File: src/sv/elt_pkg.sv
`default_nettype none

package elt_pkg;

	localparam int POSITION_BITS_DEF = 16;

	localparam int KIND_W = 6;
	localparam int ERR_W  = 2;
	localparam int MODE_W = 4;
	localparam int OP_N   = 6;

	// Lexer modes. The six pending-operator modes follow M_OP in op_first order.
	localparam logic [MODE_W-1:0] M_IDLE  = 4'd0;
	localparam logic [MODE_W-1:0] M_IDENT = 4'd1;
	localparam logic [MODE_W-1:0] M_NUM   = 4'd2;
	localparam logic [MODE_W-1:0] M_STR   = 4'd3;
	localparam logic [MODE_W-1:0] M_ESC   = 4'd4;
	localparam logic [MODE_W-1:0] M_OP    = 4'd5;

	localparam logic [KIND_W-1:0] K_ILLEGAL = 6'd0;
	localparam logic [KIND_W-1:0] K_END     = 6'd1;
	localparam logic [KIND_W-1:0] K_NEWLINE = 6'd2;
	localparam logic [KIND_W-1:0] K_PLUS    = 6'd3;
	localparam logic [KIND_W-1:0] K_MINUS   = 6'd4;
	localparam logic [KIND_W-1:0] K_STAR    = 6'd5;
	localparam logic [KIND_W-1:0] K_SLASH   = 6'd6;
	localparam logic [KIND_W-1:0] K_PERCENT = 6'd7;
	localparam logic [KIND_W-1:0] K_CARET   = 6'd8;
	localparam logic [KIND_W-1:0] K_COMMA   = 6'd9;
	localparam logic [KIND_W-1:0] K_COLON   = 6'd10;
	localparam logic [KIND_W-1:0] K_AMP     = 6'd11;
	localparam logic [KIND_W-1:0] K_AND     = 6'd12;
	localparam logic [KIND_W-1:0] K_BAR     = 6'd13;
	localparam logic [KIND_W-1:0] K_OR      = 6'd14;
	localparam logic [KIND_W-1:0] K_ASSIGN  = 6'd15;
	localparam logic [KIND_W-1:0] K_EQ      = 6'd16;
	localparam logic [KIND_W-1:0] K_ARROW   = 6'd17;
	localparam logic [KIND_W-1:0] K_BANG    = 6'd18;
	localparam logic [KIND_W-1:0] K_NE      = 6'd19;
	localparam logic [KIND_W-1:0] K_LT      = 6'd20;
	localparam logic [KIND_W-1:0] K_LE      = 6'd21;
	localparam logic [KIND_W-1:0] K_GT      = 6'd22;
	localparam logic [KIND_W-1:0] K_GE      = 6'd23;
	localparam logic [KIND_W-1:0] K_LPAREN  = 6'd24;
	localparam logic [KIND_W-1:0] K_RPAREN  = 6'd25;
	localparam logic [KIND_W-1:0] K_LBRACK  = 6'd26;
	localparam logic [KIND_W-1:0] K_RBRACK  = 6'd27;
	localparam logic [KIND_W-1:0] K_LBRACE  = 6'd28;
	localparam logic [KIND_W-1:0] K_RBRACE  = 6'd29;
	localparam logic [KIND_W-1:0] K_STRING  = 6'd30;
	localparam logic [KIND_W-1:0] K_INT     = 6'd31;
	localparam logic [KIND_W-1:0] K_IDENT   = 6'd32;

	localparam logic [ERR_W-1:0] E_NONE        = 2'd0;
	localparam logic [ERR_W-1:0] E_ILLEGAL     = 2'd1;
	localparam logic [ERR_W-1:0] E_OPEN_STRING = 2'd2;

	localparam logic [7:0] CH_QMARK  = 8'h3F;
	localparam logic [7:0] CH_AMP    = 8'h26;
	localparam logic [7:0] CH_BAR    = 8'h7C;
	localparam logic [7:0] CH_EQUAL  = 8'h3D;
	localparam logic [7:0] CH_GT     = 8'h3E;
	localparam logic [7:0] CH_BANG   = 8'h21;
	localparam logic [7:0] CH_LT     = 8'h3C;
	localparam logic [7:0] CH_QUOTE  = 8'h22;
	localparam logic [7:0] CH_BSLASH = 8'h5C;
	localparam logic [7:0] CH_SPACE  = 8'h20;
	localparam logic [7:0] CH_TAB    = 8'h09;
	localparam logic [7:0] CH_CR     = 8'h0D;
	localparam logic [7:0] CH_LF     = 8'h0A;

	localparam logic [2:0] OPI_EQUAL = 3'd2;

	function automatic logic is_letter(input logic [7:0] c);
		return (c >= 8'h61 && c <= 8'h7A) || (c >= 8'h41 && c <= 8'h5A);
	endfunction

	function automatic logic is_digit(input logic [7:0] c);
		return c >= 8'h30 && c <= 8'h39;
	endfunction

	function automatic logic [KIND_W-1:0] single_kind(input logic [7:0] c);
		logic [KIND_W-1:0] k;
		unique case (c)
			8'h2B: k = K_PLUS;
			8'h2D: k = K_MINUS;
			8'h2A: k = K_STAR;
			8'h2F: k = K_SLASH;
			8'h25: k = K_PERCENT;
			8'h5E: k = K_CARET;
			8'h2C: k = K_COMMA;
			8'h3A: k = K_COLON;
			8'h28: k = K_LPAREN;
			8'h29: k = K_RPAREN;
			8'h5B: k = K_LBRACK;
			8'h5D: k = K_RBRACK;
			8'h7B: k = K_LBRACE;
			8'h7D: k = K_RBRACE;
			default: k = K_ILLEGAL;
		endcase
		return k;
	endfunction

	function automatic logic is_op_first(input logic [7:0] c);
		return c == CH_AMP || c == CH_BAR || c == CH_EQUAL || c == CH_BANG ||
			c == CH_LT || c == CH_GT;
	endfunction

	function automatic logic [2:0] op_index(input logic [7:0] c);
		logic [2:0] i;
		unique case (c)
			CH_AMP:   i = 3'd0;
			CH_BAR:   i = 3'd1;
			CH_EQUAL: i = 3'd2;
			CH_BANG:  i = 3'd3;
			CH_LT:    i = 3'd4;
			default:  i = 3'd5;
		endcase
		return i;
	endfunction

	function automatic logic [KIND_W-1:0] op_single(input logic [2:0] i);
		logic [KIND_W-1:0] k;
		unique case (i)
			3'd0:    k = K_AMP;
			3'd1:    k = K_BAR;
			3'd2:    k = K_ASSIGN;
			3'd3:    k = K_BANG;
			3'd4:    k = K_LT;
			default: k = K_GT;
		endcase
		return k;
	endfunction

	function automatic logic [7:0] op_second(input logic [2:0] i);
		logic [7:0] c;
		unique case (i)
			3'd0:    c = CH_AMP;
			3'd1:    c = CH_BAR;
			default: c = CH_EQUAL;
		endcase
		return c;
	endfunction

	function automatic logic [KIND_W-1:0] op_double(input logic [2:0] i);
		logic [KIND_W-1:0] k;
		unique case (i)
			3'd0:    k = K_AND;
			3'd1:    k = K_OR;
			3'd2:    k = K_EQ;
			3'd3:    k = K_NE;
			3'd4:    k = K_LE;
			default: k = K_GE;
		endcase
		return k;
	endfunction

endpackage

`default_nettype wire

File: src/sv/elt_lexer.sv
`default_nettype none

module elt_lexer
	import elt_pkg::*;
#(
	parameter int POSITION_BITS = POSITION_BITS_DEF,
	localparam int TokW = 4 * POSITION_BITS + KIND_W + ERR_W + 2
) (
	input  wire logic            clk,
	input  wire logic            arst_n,
	input  wire logic            step,
	input  wire logic [7:0]      text_byte,
	input  wire logic            end_of_text,
	output logic      [TokW-1:0] tok0,
	output logic      [TokW-1:0] tok1,
	output logic      [1:0]      tok_count
);

	localparam int P = POSITION_BITS;

	typedef struct packed {
		logic [KIND_W-1:0] kind;
		logic [P-1:0]      start;
		logic [P-1:0]      len;
		logic [P-1:0]      line;
		logic [P-1:0]      col;
		logic              opt;
		logic [ERR_W-1:0]  err;
		logic              last;
	} tok_t;

	logic [MODE_W-1:0] mode_q, mode_d;
	logic [P-1:0]      tso_q, tso_d;
	logic [P-1:0]      tsl_q, tsl_d;
	logic [P-1:0]      tsc_q, tsc_d;
	logic [P-1:0]      plen_q, plen_d;
	logic [P-1:0]      boff_q, boff_d;
	logic [P-1:0]      line_q, line_d;
	logic [P-1:0]      col_q, col_d;

	tok_t ta, tb, t0, t1;
	logic has_a, has_b, used, op_mode;
	logic [2:0] oi;
	logic [7:0] c;

	function automatic logic [P-1:0] sat_inc(input logic [P-1:0] v);
		return (&v) ? v : v + P'(1);
	endfunction

	always_comb begin
		c = text_byte;
		mode_d = mode_q;
		tso_d = tso_q;
		tsl_d = tsl_q;
		tsc_d = tsc_q;
		plen_d = plen_q;
		boff_d = boff_q;
		line_d = line_q;
		col_d = col_q;
		has_a = 1'b0;
		has_b = 1'b0;
		used = 1'b0;
		op_mode = (mode_q >= M_OP) && (mode_q <= M_OP + MODE_W'(OP_N - 1));
		oi = 3'(mode_q - M_OP);

		ta = '0;
		ta.start = tso_q;
		ta.line = tsl_q;
		ta.col = tsc_q;
		ta.len = plen_q;
		tb = '0;
		tb.start = boff_q;
		tb.line = line_q;
		tb.col = col_q;
		tb.len = P'(1);

		if (end_of_text) begin
			if (mode_q == M_IDENT) begin
				has_a = 1'b1;
				ta.kind = K_IDENT;
			end else if (mode_q == M_NUM) begin
				has_a = 1'b1;
				ta.kind = K_INT;
			end else if (mode_q == M_STR || mode_q == M_ESC) begin
				has_a = 1'b1;
				ta.kind = K_ILLEGAL;
				ta.err = E_OPEN_STRING;
			end else if (op_mode) begin
				has_a = 1'b1;
				ta.kind = op_single(oi);
				ta.len = P'(1);
			end
			has_b = 1'b1;
			tb.kind = K_END;
			tb.len = '0;
			mode_d = M_IDLE;
			tso_d = '0;
			tsl_d = P'(1);
			tsc_d = P'(1);
			plen_d = '0;
			boff_d = '0;
			line_d = P'(1);
			col_d = P'(1);
		end else begin
			if (mode_q == M_IDENT) begin
				if (is_letter(c) || is_digit(c)) begin
					plen_d = sat_inc(plen_q);
					used = 1'b1;
				end else begin
					has_a = 1'b1;
					ta.kind = K_IDENT;
					ta.opt = (c == CH_QMARK);
					used = (c == CH_QMARK);
					mode_d = M_IDLE;
				end
			end else if (mode_q == M_NUM) begin
				if (is_digit(c)) begin
					plen_d = sat_inc(plen_q);
					used = 1'b1;
				end else begin
					has_a = 1'b1;
					ta.kind = K_INT;
					mode_d = M_IDLE;
				end
			end else if (mode_q == M_STR) begin
				used = 1'b1;
				if (c == CH_QUOTE) begin
					has_a = 1'b1;
					ta.kind = K_STRING;
					mode_d = M_IDLE;
				end else begin
					plen_d = sat_inc(plen_q);
					if (c == CH_BSLASH) begin
						mode_d = M_ESC;
					end
				end
			end else if (mode_q == M_ESC) begin
				used = 1'b1;
				plen_d = sat_inc(plen_q);
				mode_d = M_STR;
			end else if (op_mode) begin
				has_a = 1'b1;
				ta.len = P'(2);
				if (c == op_second(oi)) begin
					ta.kind = op_double(oi);
					used = 1'b1;
				end else if (oi == OPI_EQUAL && c == CH_GT) begin
					ta.kind = K_ARROW;
					used = 1'b1;
				end else begin
					ta.kind = op_single(oi);
					ta.len = P'(1);
				end
				mode_d = M_IDLE;
			end else begin
				mode_d = M_IDLE;
			end

			if (!used) begin
				tso_d = boff_q;
				tsl_d = line_q;
				tsc_d = col_q;
				plen_d = '0;
				if (is_op_first(c)) begin
					mode_d = M_OP + MODE_W'(op_index(c));
					plen_d = P'(1);
				end else if (c == CH_SPACE || c == CH_TAB || c == CH_CR) begin
					has_b = 1'b0;
				end else if (c == CH_LF) begin
					has_b = 1'b1;
					tb.kind = K_NEWLINE;
				end else if (single_kind(c) != K_ILLEGAL) begin
					has_b = 1'b1;
					tb.kind = single_kind(c);
				end else if (c == CH_QUOTE) begin
					tso_d = sat_inc(boff_q);
					mode_d = M_STR;
				end else if (is_letter(c)) begin
					plen_d = P'(1);
					mode_d = M_IDENT;
				end else if (is_digit(c)) begin
					plen_d = P'(1);
					mode_d = M_NUM;
				end else begin
					has_b = 1'b1;
					tb.kind = K_ILLEGAL;
					tb.err = E_ILLEGAL;
				end
			end

			boff_d = sat_inc(boff_q);
			if (c == CH_LF) begin
				line_d = sat_inc(line_q);
				col_d = P'(1);
			end else begin
				col_d = sat_inc(col_q);
			end
		end

		t0 = has_a ? ta : tb;
		t0.last = !(has_a && has_b);
		t1 = tb;
		t1.last = 1'b1;
	end

	assign tok0 = t0;
	assign tok1 = t1;
	assign tok_count = {1'b0, has_a} + {1'b0, has_b};

	always_ff @(posedge clk or negedge arst_n) begin
		if (!arst_n) begin
			mode_q <= M_IDLE;
			tso_q <= '0;
			tsl_q <= P'(1);
			tsc_q <= P'(1);
			plen_q <= '0;
			boff_q <= '0;
			line_q <= P'(1);
			col_q <= P'(1);
		end else if (step) begin
			mode_q <= mode_d;
			tso_q <= tso_d;
			tsl_q <= tsl_d;
			tsc_q <= tsc_d;
			plen_q <= plen_d;
			boff_q <= boff_d;
			line_q <= line_d;
			col_q <= col_d;
		end
	end

endmodule

`default_nettype wire

File: src/sv/expression_language_tokenizer.sv
// Channel  Dir  Word                                  Marker / side band
// s_*      in   tdata: text_byte[7:0]                 tlast: end_of_text
// m_*      out  tdata: start, length, line, column    tuser: kind, option, error;
//                                                     tlast: last token of the input word
// An input word is registered in the input register, decoded combinationally by the lexer and
// its tokens are registered into a two-entry result buffer, from which they are offered.
// One input word per cycle is sustained while each word yields at most one token and
// m_tready stays high; after a word that yields two tokens the next word waits in the
// input register until a token leaves, since the buffer drains at most one token per cycle.
// arst_n clears the lexer state and empties the input register and the result buffer.
// A stall on m_tready reaches s_tready once a stuck token blocks a word in the input register.
`default_nettype none

module expression_language_tokenizer
	import elt_pkg::*;
#(
	parameter int POSITION_BITS = POSITION_BITS_DEF,
	localparam int TdataW = ((4 * POSITION_BITS + 7) / 8) * 8,
	localparam int TuserW = 16
) (
	input  wire logic              clk,
	input  wire logic              arst_n,
	input  wire logic              s_tvalid,
	output logic                   s_tready,
	input  wire logic [7:0]        s_tdata,   // text_byte
	input  wire logic              s_tlast,   // end_of_text
	output logic                   m_tvalid,
	input  wire logic              m_tready,
	output logic      [TdataW-1:0] m_tdata,   // start_offset, token_length, token_line,
	                                          // token_column, zero fill
	output logic      [TuserW-1:0] m_tuser,   // token_kind, option_mark, error_code, zero fill
	output logic                   m_tlast    // last_of_run
);

	localparam int P = POSITION_BITS;
	localparam int TokW = 4 * P + KIND_W + ERR_W + 2;

	typedef struct packed {
		logic [KIND_W-1:0] kind;
		logic [P-1:0]      start;
		logic [P-1:0]      len;
		logic [P-1:0]      line;
		logic [P-1:0]      col;
		logic              opt;
		logic [ERR_W-1:0]  err;
		logic              last;
	} tok_t;

	logic       valid_s1;
	logic [7:0] byte_s1;
	logic       eot_s1;

	logic [TokW-1:0] tok0, tok1;
	logic [1:0]      tok_count;
	logic [1:0]      cnt_q;
	tok_t            outa_q, outb_q;
	logic            pop, out_free, proc, accept;

	assign pop = (cnt_q != 2'd0) && m_tready;
	assign out_free = (cnt_q == 2'd0) || (cnt_q == 2'd1 && m_tready);
	assign proc = valid_s1 && out_free;
	assign s_tready = !valid_s1 || proc;
	assign accept = s_tvalid && s_tready;

	always_ff @(posedge clk or negedge arst_n) begin
		if (!arst_n) begin
			valid_s1 <= 1'b0;
		end else if (accept) begin
			valid_s1 <= 1'b1;
		end else if (proc) begin
			valid_s1 <= 1'b0;
		end
	end

	always_ff @(posedge clk) begin
		if (accept) begin
			byte_s1 <= s_tdata;
			eot_s1 <= s_tlast;
		end
	end

	elt_lexer #(
		.POSITION_BITS(P)
	) u_lexer (
		.clk        (clk),
		.arst_n     (arst_n),
		.step       (proc),
		.text_byte  (byte_s1),
		.end_of_text(eot_s1),
		.tok0       (tok0),
		.tok1       (tok1),
		.tok_count  (tok_count)
	);

	always_ff @(posedge clk or negedge arst_n) begin
		if (!arst_n) begin
			cnt_q <= 2'd0;
		end else if (proc) begin
			cnt_q <= tok_count;
		end else if (pop) begin
			cnt_q <= cnt_q - 2'd1;
		end
	end

	always_ff @(posedge clk) begin
		if (proc) begin
			outa_q <= tok0;
			outb_q <= tok1;
		end else if (pop) begin
			outa_q <= outb_q;
		end
	end

	assign m_tvalid = cnt_q != 2'd0;
	assign m_tdata = TdataW'({outa_q.col, outa_q.line, outa_q.len, outa_q.start});
	assign m_tuser = TuserW'({outa_q.err, outa_q.opt, outa_q.kind});
	assign m_tlast = outa_q.last;

endmodule

`default_nettype wire

File: config.mk
export PLATFORM = sky130hd
export DESIGN_NAME = expression_language_tokenizer
export DESIGN_NICKNAME = d
export VERILOG_FILES = /design/src/sv/elt_pkg.sv /design/src/sv/elt_lexer.sv /design/src/sv/expression_language_tokenizer.sv
export SDC_FILE = /design/constraint.sdc
export NUM_CORES = 1
export LEC_CHECK = 0
export BUFFER_PORTS_ARGS = -buffer_cell sky130_fd_sc_hd__buf_2
export CORE_MARGIN = 2
export CORE_UTILIZATION = 40
export DETAILED_ROUTE_END_ITERATION = 7
export GPL_TIMING_DRIVEN = 0
export PLACE_DENSITY = 0.56
export SYNTH_ARGS = -nofsm -noshare
export SYNTH_HDL_FRONTEND = slang
export SYNTH_SLANG_ARGS = --single-unit
File: constraint.sdc
create_clock -name clk -period 5.66 [get_ports clk]
set_input_delay 0.283 -clock clk [delete_from_list [all_inputs] [get_ports clk]]
set_output_delay 0.283 -clock clk [all_outputs]
set_load 0.02 [all_outputs]
==> summary.md, run 1 <==
| Metric | Value |
|---|---|
| Reg clk slew, reported paths | `0.06 ns` |
| Leakage | `0.005763 uW` |
| Mean post-synth cell area | `10.36 um2` |
| Vias in the first global route | `9426` |
| Combinational power share | `39.1%` |
| Worst-skew pair later-pin latency | `0.56 ns` |
| RePlAce Congestion | `around 0.94` |
| Fin. Hold Viols | `0` |
| Pint | `4540 uW` |
| Most frequent cell after synthesis | `nand2_1` |
| H-tree Lvls | `1` |
| # setup viols final | `0` |
| Cells along the critical path | `inv_1 -> ha_1 -> a21oi_1 -> nand2b_1 -> clkbuf_1 -> clkbuf_1 -> buf_1 -> nand2_1 -> o31ai_1` |
| Yosys top cell area share | `33.13%` |
| Top cells by count, synth | `nand2_1 (175), nor2_1 (141), edfxtp_1 (138)` |
| Slew @ Worst Pin | `1.094 ns` |
| Reg power frac | `37.5%` |
| Unrepaired setup endpoints after global routing | `false` |
| Initial drt markers | `just under 900` |
| DRT Wirelength | `34380 um` |
| Main flop type after synthesis | `edfxtp_1` |
| Antenna Cells | `0` |
| Total CTS buffers | `29` |
| Max FO, Critical Path | `10` |
| CP endpoint kind | `flop` |
| ANT nets after route | `0` |
| Layout cell share with drive strength beyond 1 | `roughly 14%` |
| Core Box Area | `30670 um2` |
| Seq cells post-synth | `about 260` |
| Die Span Y | `180.8 um` |
| DPL Wire Length | `23160 um` |
| Largest net degree at the start of global routing | `71` |
| CTS tree | `built` |
| Crit path required time | `5.95 ns` |
| Grt total ovfl | `0` |
| Num rows | `between 60 and 70` |
| Longest Clk Path Bufs | `3` |
| Drt wl/cell | `19.48 um` |
| Clock power frac | `around a quarter` |
| Post-layout net count | `~1400` |
| Filler cells | `2895` |
| Initial antenna violation count | `0` |
| Final Max Slew Viols | `0` |
| Post-CTS sizing | `0` |
| CTS Root Cell | `clkbuf_16` |
| Die Width | `180.8 um` |
| Worst EP arrival | `3.93 ns` |
| Cells after Synth | `1207` |
| First-pass GRT wire length | `54340 um` |
| Critical path type | `flop to flop` |
| Post-synth EDFFs | `138` |
| Critical-path top delay cell | `clkbuf_1` |
| CP most frequent cell | `clkbuf_1` |
| Peak VDD IR | `0.2361 mV` |
| Seq/Total Area, Yosys | `56.98%` |
| Async S/R FF share, synth | `a little under half` |
| Ports | `96` |
| Top cells by area, synth | `edfxtp_1 (33%), dfrtp_1 (23%), nand2_1 (5.3%)` |
| Placed inst area | `13560 um2` |
| IO buf count | `88` |
| Status | `complete, no violations` |
| Initial DRT Pass Iterations | `5` |
| Total track usage | `20.68%` |
| Mapped Area | `around 13000 um2` |
| Period minus WS final | `3.644 ns` |
| Via density | `5.628` |
| Final Cycle Share | `64.39%` |
| Vias | `a little under 10000` |
| Cell Pwr Density | `around 530 nW/um2` |
| Yosys top cell by area | `edfxtp_1` |
| Growth of design area from synthesis to finish | `16.64%` |
| Worst Hold Class | `input port to flop` |
| Relative slew slack | `between 20% and 30%` |
| Clock skew | `0.01633 ns` |
| Critical Path Start Type | `flop` |
| Distinct cell type count after synthesis | `82` |
| Sink Count | `257` |
| Yosys warns | `0` |
| Residual DRC | `0` |
| Final instance area | `14590 um2` |
| Die area | `~33000 um2` |
| Highest Clock Rate | `274.4 MHz` |
| Worst path max stage delay | `between 0.7 and 0.8 ns` |
| Switching Power | `3138 uW` |
| Switching portion of total power | `40.87%` |
| Initial Util | `40.78%` |
| Pwr Total | `7678 uW` |
| Maxcap violations | `0` |
registers in the layout, indices dropped and copies added, names as in the netlist:
register	flops
m_tdata	64
outb_q	55
u_lexer.boff_q	16
u_lexer.col_q	16
u_lexer.line_q	16
u_lexer.plen_q	16
u_lexer.tsc_q	16
u_lexer.tsl_q	16
u_lexer.tso_q	16
m_tuser	9
byte_s1	8
u_lexer.mode_q	4
cnt_q	2
eot_s1	1
m_tlast	1
valid_s1	1
worst paths after layout:
check                                       start  depth (start not counted)  slack [ns]                 end
worst max-delay path                     cnt_q[0]                          9        2.02          m_tuser[2]
worst min-delay path                     m_tready                          4        0.12            valid_s1
worst max register to register           cnt_q[0]                          9        2.02          m_tuser[2]
worst min register to register  u_lexer.boff_q[4]                          0        0.44          outb_q[56]
max in group asynchronous                  arst_n                          3        4.61   u_lexer.line_q[0]
min in group asynchronous                  arst_n                          2        0.24  u_lexer.plen_q[13]
kinds of logic (layout without fill, tap and decap cells):
logic type	Yosys count	count (layout)	share of synthesized area (%)
AO/OA/AOI/OAI	268	268	15.08
XOR/XNOR	47	47	3.291
adder cells (fa/ha/maj)	8	8	0.8004
buffers and inverters	110	266	3.782
flip-flops	257	257	56.98
multiplexers	12	12	1.010
other	1	7	0.02998
AND/OR/NAND/NOR	504	504	19.03
layer usage:
metal	part of all wire, %	track usage [%]	vias to the layer above	routed length (um)
met3	5.8	2.923	57	2004
met1	46	29.36	4884	15650
met2	46	33.61	308	15870
li1	-	-	4685	-
met5	0	0	-	0
met4	2.5	4.871	0	850
area by class of cell:
type / count / area [um2] / area share, %
repair buffers: 102 / 639.4 / 4.383
inverters: 20 / 75.07 / 0.5146
plain buffers: 90 / 401.6 / 2.753
flip-flops and latches: 257 / 7127 / 48.86
well taps: 396 / 495.5 / 3.397
clock inverters: 11 / 77.57 / 0.5318
clock buffers: 43 / 838.3 / 5.747
multi-input cells: 846 / 4933 / 33.82
power by group through the flow:
| stage | clock network, uW | registers, uW | logic [uW] |
|---|---|---|---|
| floorplan | 0 | 3220 | 1560 |
| global placement | 0 | 2930 | 2950 |
| detailed placement | 0 | 2910 | 3010 |
| CTS | 1840 | 2880 | 3030 |
| global route | 1910 | 2930 | 3260 |
| finish | 1800 | 2880 | 3000 |
through the flow:
stage / setup WS [ns] / instances / hold slack, ns / setup TNS [ns] / utilization [%]
after floorplan: 1.999 / 1213 / -0.01259 / 0 / -
after global placement: -0.2752 / 1697 / 0.4236 / -1.416 / 43.91
after detailed placement: 2.109 / 1700 / 0.2780 / 0 / 44.22
after CTS: 2.030 / 1765 / 0.09744 / 0 / 47.56
after global routing: 1.918 / 1765 / 0.1622 / 0 / 47.56
final: 2.016 / 1765 / 0.1242 / 0 / 47.56
critical path: cells and delay by family (launching register included):
family	cells	cell delay, ns
buf+inv	4	2.03
flops	1	0.41
compound gates	2	0.37
simple gates	2	0.28
fa+ha+maj	1	0.27
repair_timing:
action / in CTS / in global routing
buffers inserted: 0 / 0
hold endpoints to repair: 57 / 0
hold buffers: 11 / 0
cells in the final DEF (no fill, tap or decap), drive strengths merged, types with 5 or more instances in the layout:
cell type and instances:
xor2 29, edfxtp 138, or3 8, buf 123
mux2 5, a31oi 62, nor3 31, clkbuf 101
xnor2 18, ha 8, nand2b 10, nand3b 7
nor4 9, nand2 176, o31ai 7, o22a 5
nand3 43, conb 7, nor2b 6, clkinv 10
dlygate4sd3 11, dfrtp 115, nand4 18, and2 20
and3 9, o21ai 46, inv 21, a22o 43
mux2i 7, a21oi 37, and4 5, nor2 143
a211oi 6
(Power assumes the default switching activity.)
==> run 2: changes to the inputs <==
--- a/config.mk
+++ b/config.mk
@@ -10,7 +10,7 @@
 export CORE_UTILIZATION = 40
 export DETAILED_ROUTE_END_ITERATION = 7
 export GPL_TIMING_DRIVEN = 0
-export PLACE_DENSITY = 0.56
+export PLACE_DENSITY = 0.58
 export SYNTH_ARGS = -nofsm -noshare
 export SYNTH_HDL_FRONTEND = slang
 export SYNTH_SLANG_ARGS = --single-unit
==> constraint.sdc (replaced) <==
create_clock -name clk -period 3.08 [get_ports clk]
set_input_delay 0.154 -clock clk [delete_from_list [all_inputs] [get_ports clk]]
set_output_delay 0.154 -clock clk [all_outputs]
set_load 0.02 [all_outputs]
==> run 2 against run 1 <==
Against the previous run:
- critical path depth increased by 1
- sequential share of layout area decreased by 0.84 points
- fmax increased by 23%
- non-clock buffer count increased by 9
- clock power increased by 90%
- utilization increased by 0.83 points
- largest cell class unchanged
- largest power group unchanged
- highest routed layer unchanged
==> summary.md, run 2 (synthesized netlist as in run 1, its figures left out) <==
| Metric | Value |
|---|---|
| Largest net degree at the start of global routing | `67 (-5.6%)` |
| Longest Clk Path Bufs | `3 (unchanged)` |
| Vias | `9978 (+0.44%)` |
| Post-layout net count | `1375 (+0.59%)` |
| Crit path required time | `3.41 ns (-2.54 ns)` |
| Reg clk slew, reported paths | `0.06 ns (about the same)` |
| Drt wl/cell | `19.42 um (-0.29%)` |
| Die Width | `180.8 um (unchanged)` |
| Unrepaired setup endpoints after global routing | `false` |
| Initial DRT Pass Iterations | `5 (unchanged)` |
| Multi-input combinational cell area | `5050 um2 (+2.4%)` |
| Total CTS buffers | `28 (-3.4%)` |
| Crit Reg-Reg Startpoint | `u_lexer.mode_q[3]` |
| CTS Root Cell | `clkbuf_16` |
| Antenna Cells | `0 (unchanged)` |
| Worst EP arrival | `3.30 ns (-0.63 ns)` |
| Die area | `32700 um2 (unchanged)` |
| DPL Wire Length | `23450 um (+1.3%)` |
| Met1 GRT Util | `29.84% (+0.48 points)` |
| Sink Count | `257 (unchanged)` |
| Initial Util | `40.78% (unchanged)` |
| Final instance area | `14840 um2 (+1.7%)` |
| Final Cycle Share | `96.34% (+32 points)` |
| Initial drt markers | `817 (-5.5%)` |
| Final Max Slew Viols | `0 (unchanged)` |
| Initial antenna violation count | `0 (unchanged)` |
| Growth of design area from synthesis to finish | `18.67%` |
| CTS tree | `built` |
| H-tree Lvls | `1 (unchanged)` |
| Global routing's busiest layer | `met2` |
| Layout cell share with drive strength beyond 1 | `17.51% (+3.2 points)` |
| Worst r2r path cells | `10 (+1)` |
| Met3 Usage GRT | `2.762% (-0.16 points)` |
| Worst r2r dst | `m_tuser[2]` |
| Worst Hold Class | `input port to async pin` |
| Worst-skew pair later-pin latency | `0.57 ns (about the same)` |
| Most common cell after layout, fill and taps aside | `nand2_1` |
| Leakage | `0.005902 uW (+2.4%)` |
| DRT Wirelength | `34410 um (+0.10%)` |
| Cell Pwr Density | `974.3 nW/um2 (+85%)` |
| Slew @ Worst Pin | `0.8624 ns (-0.2318 ns)` |
| Register Area | `7127 um2 (unchanged)` |
| Grt total ovfl | `0 (unchanged)` |
| Residual DRC | `0 (unchanged)` |
| Core Box Area | `30670 um2 (unchanged)` |
| R2r setup slk | `0.11 ns (-1.90 ns)` |
| Num rows | `64 (unchanged)` |
| Peak VDD IR | `0.4316 mV (+83%)` |
| CP endpoint kind | `flop` |
| Total negative slack | `0 ns (unchanged)` |
| Fin. Hold Viols | `0 (unchanged)` |
| Total track usage | `21.14% (+0.46 points)` |
| ANT nets after route | `0 (unchanged)` |
| Critical path type | `flop to flop` |
| Ports | `96 (unchanged)` |
| Maxcap violations | `0 (unchanged)` |
| First-pass GRT wire length | `55770 um (+2.6%)` |
| Vias in the first global route | `9713 (+3.0%)` |
| Via density | `5.631 (about the same)` |
| RePlAce Congestion | `0.9503 (+1.2%)` |
| Filler cells | `2886 (-0.31%)` |
| Most frequent cells in the layout | `nand2_1 (175), nor2_1 (140), edfxtp_1 (138), dfrtp_1 (115), buf_2 (100)` |
| GR Layer Usage met2 | `34.24% (+0.62 points)` |
| Critical Path Start Type | `flop` |
| Clock skew | `0.02895 ns (+0.01262 ns)` |
| Critical Path Source | `u_lexer.mode_q[3]` |
| IO buf count | `88 (unchanged)` |
| Relative slew slack | `42.11% (+16 points)` |
| Max FO, Critical Path | `10 (unchanged)` |
| Max FFs per register | `64 (unchanged)` |
| # setup viols final | `0 (unchanged)` |
| Die Span Y | `180.8 um (unchanged)` |
| Highest Clock Rate | `337.0 MHz (+23%)` |
| Placed inst area | `13550 um2 (-0.11%)` |
| Period minus WS final | `2.967 ns (-0.6771 ns)` |
| Status | `complete, no violations` |
-- run 2: changes by cell type in the layout (fill, tap and decap cells not counted), sizes merged --
cell / change
clkbuf: -6
inv: -2
clkinv: +1
clkinvlp: +2
dlygate4sd3: +1
buf: +8
bufinv: +3
-- run 2: where the power goes --
part,switching (uW),internal [uW],leakage (uW),total (uW)
logic,4030,1690,0.00245,5720
clock network,1410,2010,0.000459,3420
registers,393,4930,0.00299,5320
total,5830,8630,0.00590,14500
-- run 2: worst max-delay path by stage --
| stage | end | slack [ns] | depth (start not counted) |
|---|---|---|---|
| 2_1_floorplan | m_tdata[10] | 0.31 | 9 |
| 3_3_place_gp | m_tdata[14] | -1.25 | 9 |
| 3_5_place_dp | m_tdata[15] | -0.55 | 10 |
| 4_1_cts | m_tdata[62] | 0.0008 | 9 |
| 5_1_grt | cnt_q[1] | 0.004 | 12 |
| 6_report | m_tuser[2] | 0.11 | 10 |
-- run 2: cell type report --
cell class	count	share of cell area [%]
sequential	257	48.02
multi-input combinational	846	34.02
clock buffer	37	5.151
timing repair buffer	113	4.780
tap	396	3.338
buffer	88	2.942
clock inverter	15	1.222
inverter	20	0.5227
-- run 2: what timing repair did --
action / 4_1_cts / 5_1_grt
hold buffers: 12 / 0
pin swaps: 3 / 4
setup endpoints to repair: 221 / 138
resized for setup: 26 / 35
hold endpoints to repair: 63 / 0
setup buffers: 6 / 4
-- run 2: per-stage QoR --
| step | power [uW] | util [%] | hold slack (ns) | worst slack [ns] | std cells |
|---|---|---|---|---|---|
| 6_report | 14460 | 48.39 | 0.1126 | 0.1128 | 1772 |
| 5_1_grt | 15300 | 48.39 | 0.1487 | 0.004448 | 1772 |
| 4_1_cts | 14480 | 48.07 | 0.1232 | 0.0008464 | 1768 |
| 3_5_place_dp | 10840 | 44.17 | 0.1497 | -0.5485 | 1700 |
| 3_3_place_gp | 10760 | 43.91 | 0.3305 | -1.245 | 1697 |
| 2_1_floorplan | 8770 | - | -0.1416 | 0.3142 | 1213 |
-- run 2: routing by layer --
layer	part of all wire, %	vias up
met5	0	-
met3	5.3	72
met2	47	297
met4	2.9	0
met1	45	4924
li1	-	4685
-- run 2: worst max-delay path, cell delays in order, from the launching register on --
cell and delay (ns):
dfrtp_1 0.36, clkbuf_1 0.23, or4b_4 0.63, a21oi_1 0.17, o31a_2 0.28, o31ai_4 0.08, buf_4 0.19, inv_4 0.12
clkbuf_4 0.25, a31oi_1 0.07, o31ai_2 0.36
==> run 3: changes to the inputs <==
--- a/config.mk
+++ b/config.mk
@@ -11,6 +11,7 @@
 export DETAILED_ROUTE_END_ITERATION = 7
 export GPL_TIMING_DRIVEN = 0
 export PLACE_DENSITY = 0.58
+export SETUP_SLACK_MARGIN = 0.5
 export SYNTH_ARGS = -nofsm -noshare
 export SYNTH_HDL_FRONTEND = slang
 export SYNTH_SLANG_ARGS = --single-unit
==> run 3 against run 2 <==
Against the previous run:
- setup slack better by 0.27 ns
- cell count rose by 4.7%
- sequential share of layout area fell by 5.1 points
- utilization grew 5.8 points
- global-route usage down 0.27 points
- highest routed layer unchanged
==> summary.md, run 3 (synthesized netlist as in run 1, its figures left out) <==
| Metric | Value |
|---|---|
| DPL Wire Length | `22890 um (-2.4%)` |
| Final Cycle Share | `87.42% (-8.9 points)` |
| Clock skew | `0.02951 ns (+0.0005663 ns)` |
| Leakage | `0.006703 uW (+14%)` |
| Ports | `96 (unchanged)` |
| Highest Clock Rate | `371.4 MHz (+10%)` |
| CTS tree | `built` |
| Core Box Area | `30670 um2 (unchanged)` |
| IO buf count | `88 (unchanged)` |
| Max FFs per register | `64 (unchanged)` |
| Period minus WS final | `2.693 ns (-0.2746 ns)` |
| Die Width | `180.8 um (unchanged)` |
| Setup ws final | `0.3874 ns (+0.2746 ns)` |
| Max FO, Critical Path | `6 (-4)` |
| Growth of design area from synthesis to finish | `32.85%` |
| Worst Hold Class | `input port to async pin` |
| Initial Util | `40.78% (unchanged)` |
| Vias in the first global route | `9843 (+1.3%)` |
| Critical Path Start Type | `flop` |
| Worst-skew pair later-pin latency | `0.56 ns (about the same)` |
| CP top delay family | `compound AO/OA/AOI/OAI gates` |
| Most common cell after layout, fill and taps aside | `nand2_1` |
| Critical-path top delay cell | `edfxtp_1` |
| Place WS | `-0.4056 ns (+0.1428 ns)` |
| Crit path required time | `3.37 ns (-0.04 ns)` |
| Worst path max stage delay | `0.40 ns (-0.23 ns)` |
| Residual DRC | `0 (unchanged)` |
| # setup viols final | `0 (unchanged)` |
| Total track usage | `20.87% (-0.27 points)` |
| Final instance area | `16620 um2 (+12%)` |
| Final Max Slew Viols | `0 (unchanged)` |
| Via density | `5.577 (-0.96%)` |
| Status | `complete, no violations` |
| Relative slew slack | `59.86% (+18 points)` |
| Initial drt markers | `863 (+5.6%)` |
| Unrepaired setup endpoints after global routing | `true` |
| Reg clk slew, reported paths | `0.06 ns (about the same)` |
| Worst EP arrival | `2.98 ns (-0.32 ns)` |
| Total CTS buffers | `28 (unchanged)` |
| Peak VDD IR | `0.5441 mV (+26%)` |
| Maxcap violations | `0 (unchanged)` |
| Sink Count | `257 (unchanged)` |
| Grt total ovfl | `0 (unchanged)` |
| Pwr Total | `16250 uW (+12%)` |
| Most frequent cells in the layout | `nand2_1 (151), edfxtp_1 (138), nor2_1 (137), dfrtp_1 (114), buf_2 (97)` |
| Fin Hold WS | `0.06577 ns (-0.04680 ns)` |
| First-pass GRT wire length | `55100 um (-1.2%)` |
| Layout cell share with drive strength beyond 1 | `29.66% (+12 points)` |
| Largest net degree at the start of global routing | `92 (+37%)` |
| H-tree Lvls | `1 (unchanged)` |
| Post-layout net count | `1459 (+6.1%)` |
| Die area | `32700 um2 (unchanged)` |
| Critical path buffer and inverter count | `1 (-3)` |
| Antenna Cells | `0 (unchanged)` |
| Longest Clk Path Bufs | `3 (unchanged)` |
| Initial antenna violation count | `0 (unchanged)` |
| Cell Pwr Density | `978.2 nW/um2 (+0.40%)` |
| RePlAce Congestion | `0.9322 (-1.9%)` |
| Drt wl/cell | `19.34 um (-0.43%)` |
| Fin. Hold Viols | `0 (unchanged)` |
| Total negative slack | `0 ns (unchanged)` |
| DRT Wirelength | `35890 um (+4.3%)` |
| CP endpoint kind | `flop` |
| CTS Root Cell | `clkbuf_16` |
| Cells along the critical path | `clkbuf_8 -> or3b_4 -> mux2i_4 -> o2111ai_4 -> o2111a_2 -> nor2_4 -> nor4_4 -> a221o_1` |
| Slew @ Worst Pin | `0.6021 ns (-0.2604 ns)` |
| ANT nets after route | `0 (unchanged)` |
| Placed inst area | `13540 um2 (about the same)` |
| Die Span Y | `180.8 um (unchanged)` |
| Num rows | `64 (unchanged)` |
| Vias | `10350 (+3.7%)` |
| Critical path type | `flop to flop` |
| Initial DRT Pass Iterations | `5 (unchanged)` |
-- run 3: stage by stage --
| stage | util, % | std cells |
|---|---|---|
| after floorplan | - | 1213 |
| after global placement | 43.97 | 1697 |
| after detailed placement | 44.16 | 1699 |
| after CTS | 51.28 | 1817 |
| after global routing | 54.18 | 1856 |
| final | 54.18 | 1856 |
-- run 3: final timing paths --
path	to	cells after the start	slack, ns	from
worst max-delay path	m_tuser[3]	8	0.39	byte_s1[4]
worst min-delay path	u_lexer.tsc_q[4]	2	0.07	arst_n
worst max register to register	m_tuser[3]	8	0.39	byte_s1[4]
worst min register to register	outb_q[55]	0	0.44	u_lexer.boff_q[3]
max in group asynchronous	cnt_q[0]	3	2.18	arst_n
min in group clk	eot_s1	2	0.31	s_tlast
-- run 3: what timing repair did --
action                                  CTS  global route
gates resized for setup                 180           128
endpoints found under the hold margin   125             0
endpoints found under the setup margin  247           171
gates cloned                              1             9
hold buffers                             12             0
pin swaps                                31            52
buffers inserted                         53            30
-- run 3: layout make-up --
cell class / instances / area [um2]
buffer: 90 / 738.2
clock buffer: 33 / 719.4
clock inverter: 19 / 211.5
fill: 2705 / 14050
inverter: 20 / 85.08
multi-input combinational: 847 / 5683
sequential: 257 / 7128
tap: 396 / 495.5
timing repair buffer: 194 / 1555
-- run 3: layer usage --
metal  up-vias  track usage, %  wire (um)
met1      5102           29.04      15880
met2       301           33.90      16980
met4         0           6.419        917
met3        73           2.903       2113
li1       4875               -          -
met5         -               0          0
-- run 3: power breakdown --
group          total, uW  leakage, uW  internal, uW  switching [uW]
clock               3380     0.000451          2000            1380
combinational       7570      0.00326          2920            4650
sequential          5300      0.00299          4930             370
total              16300      0.00670          9860            6400
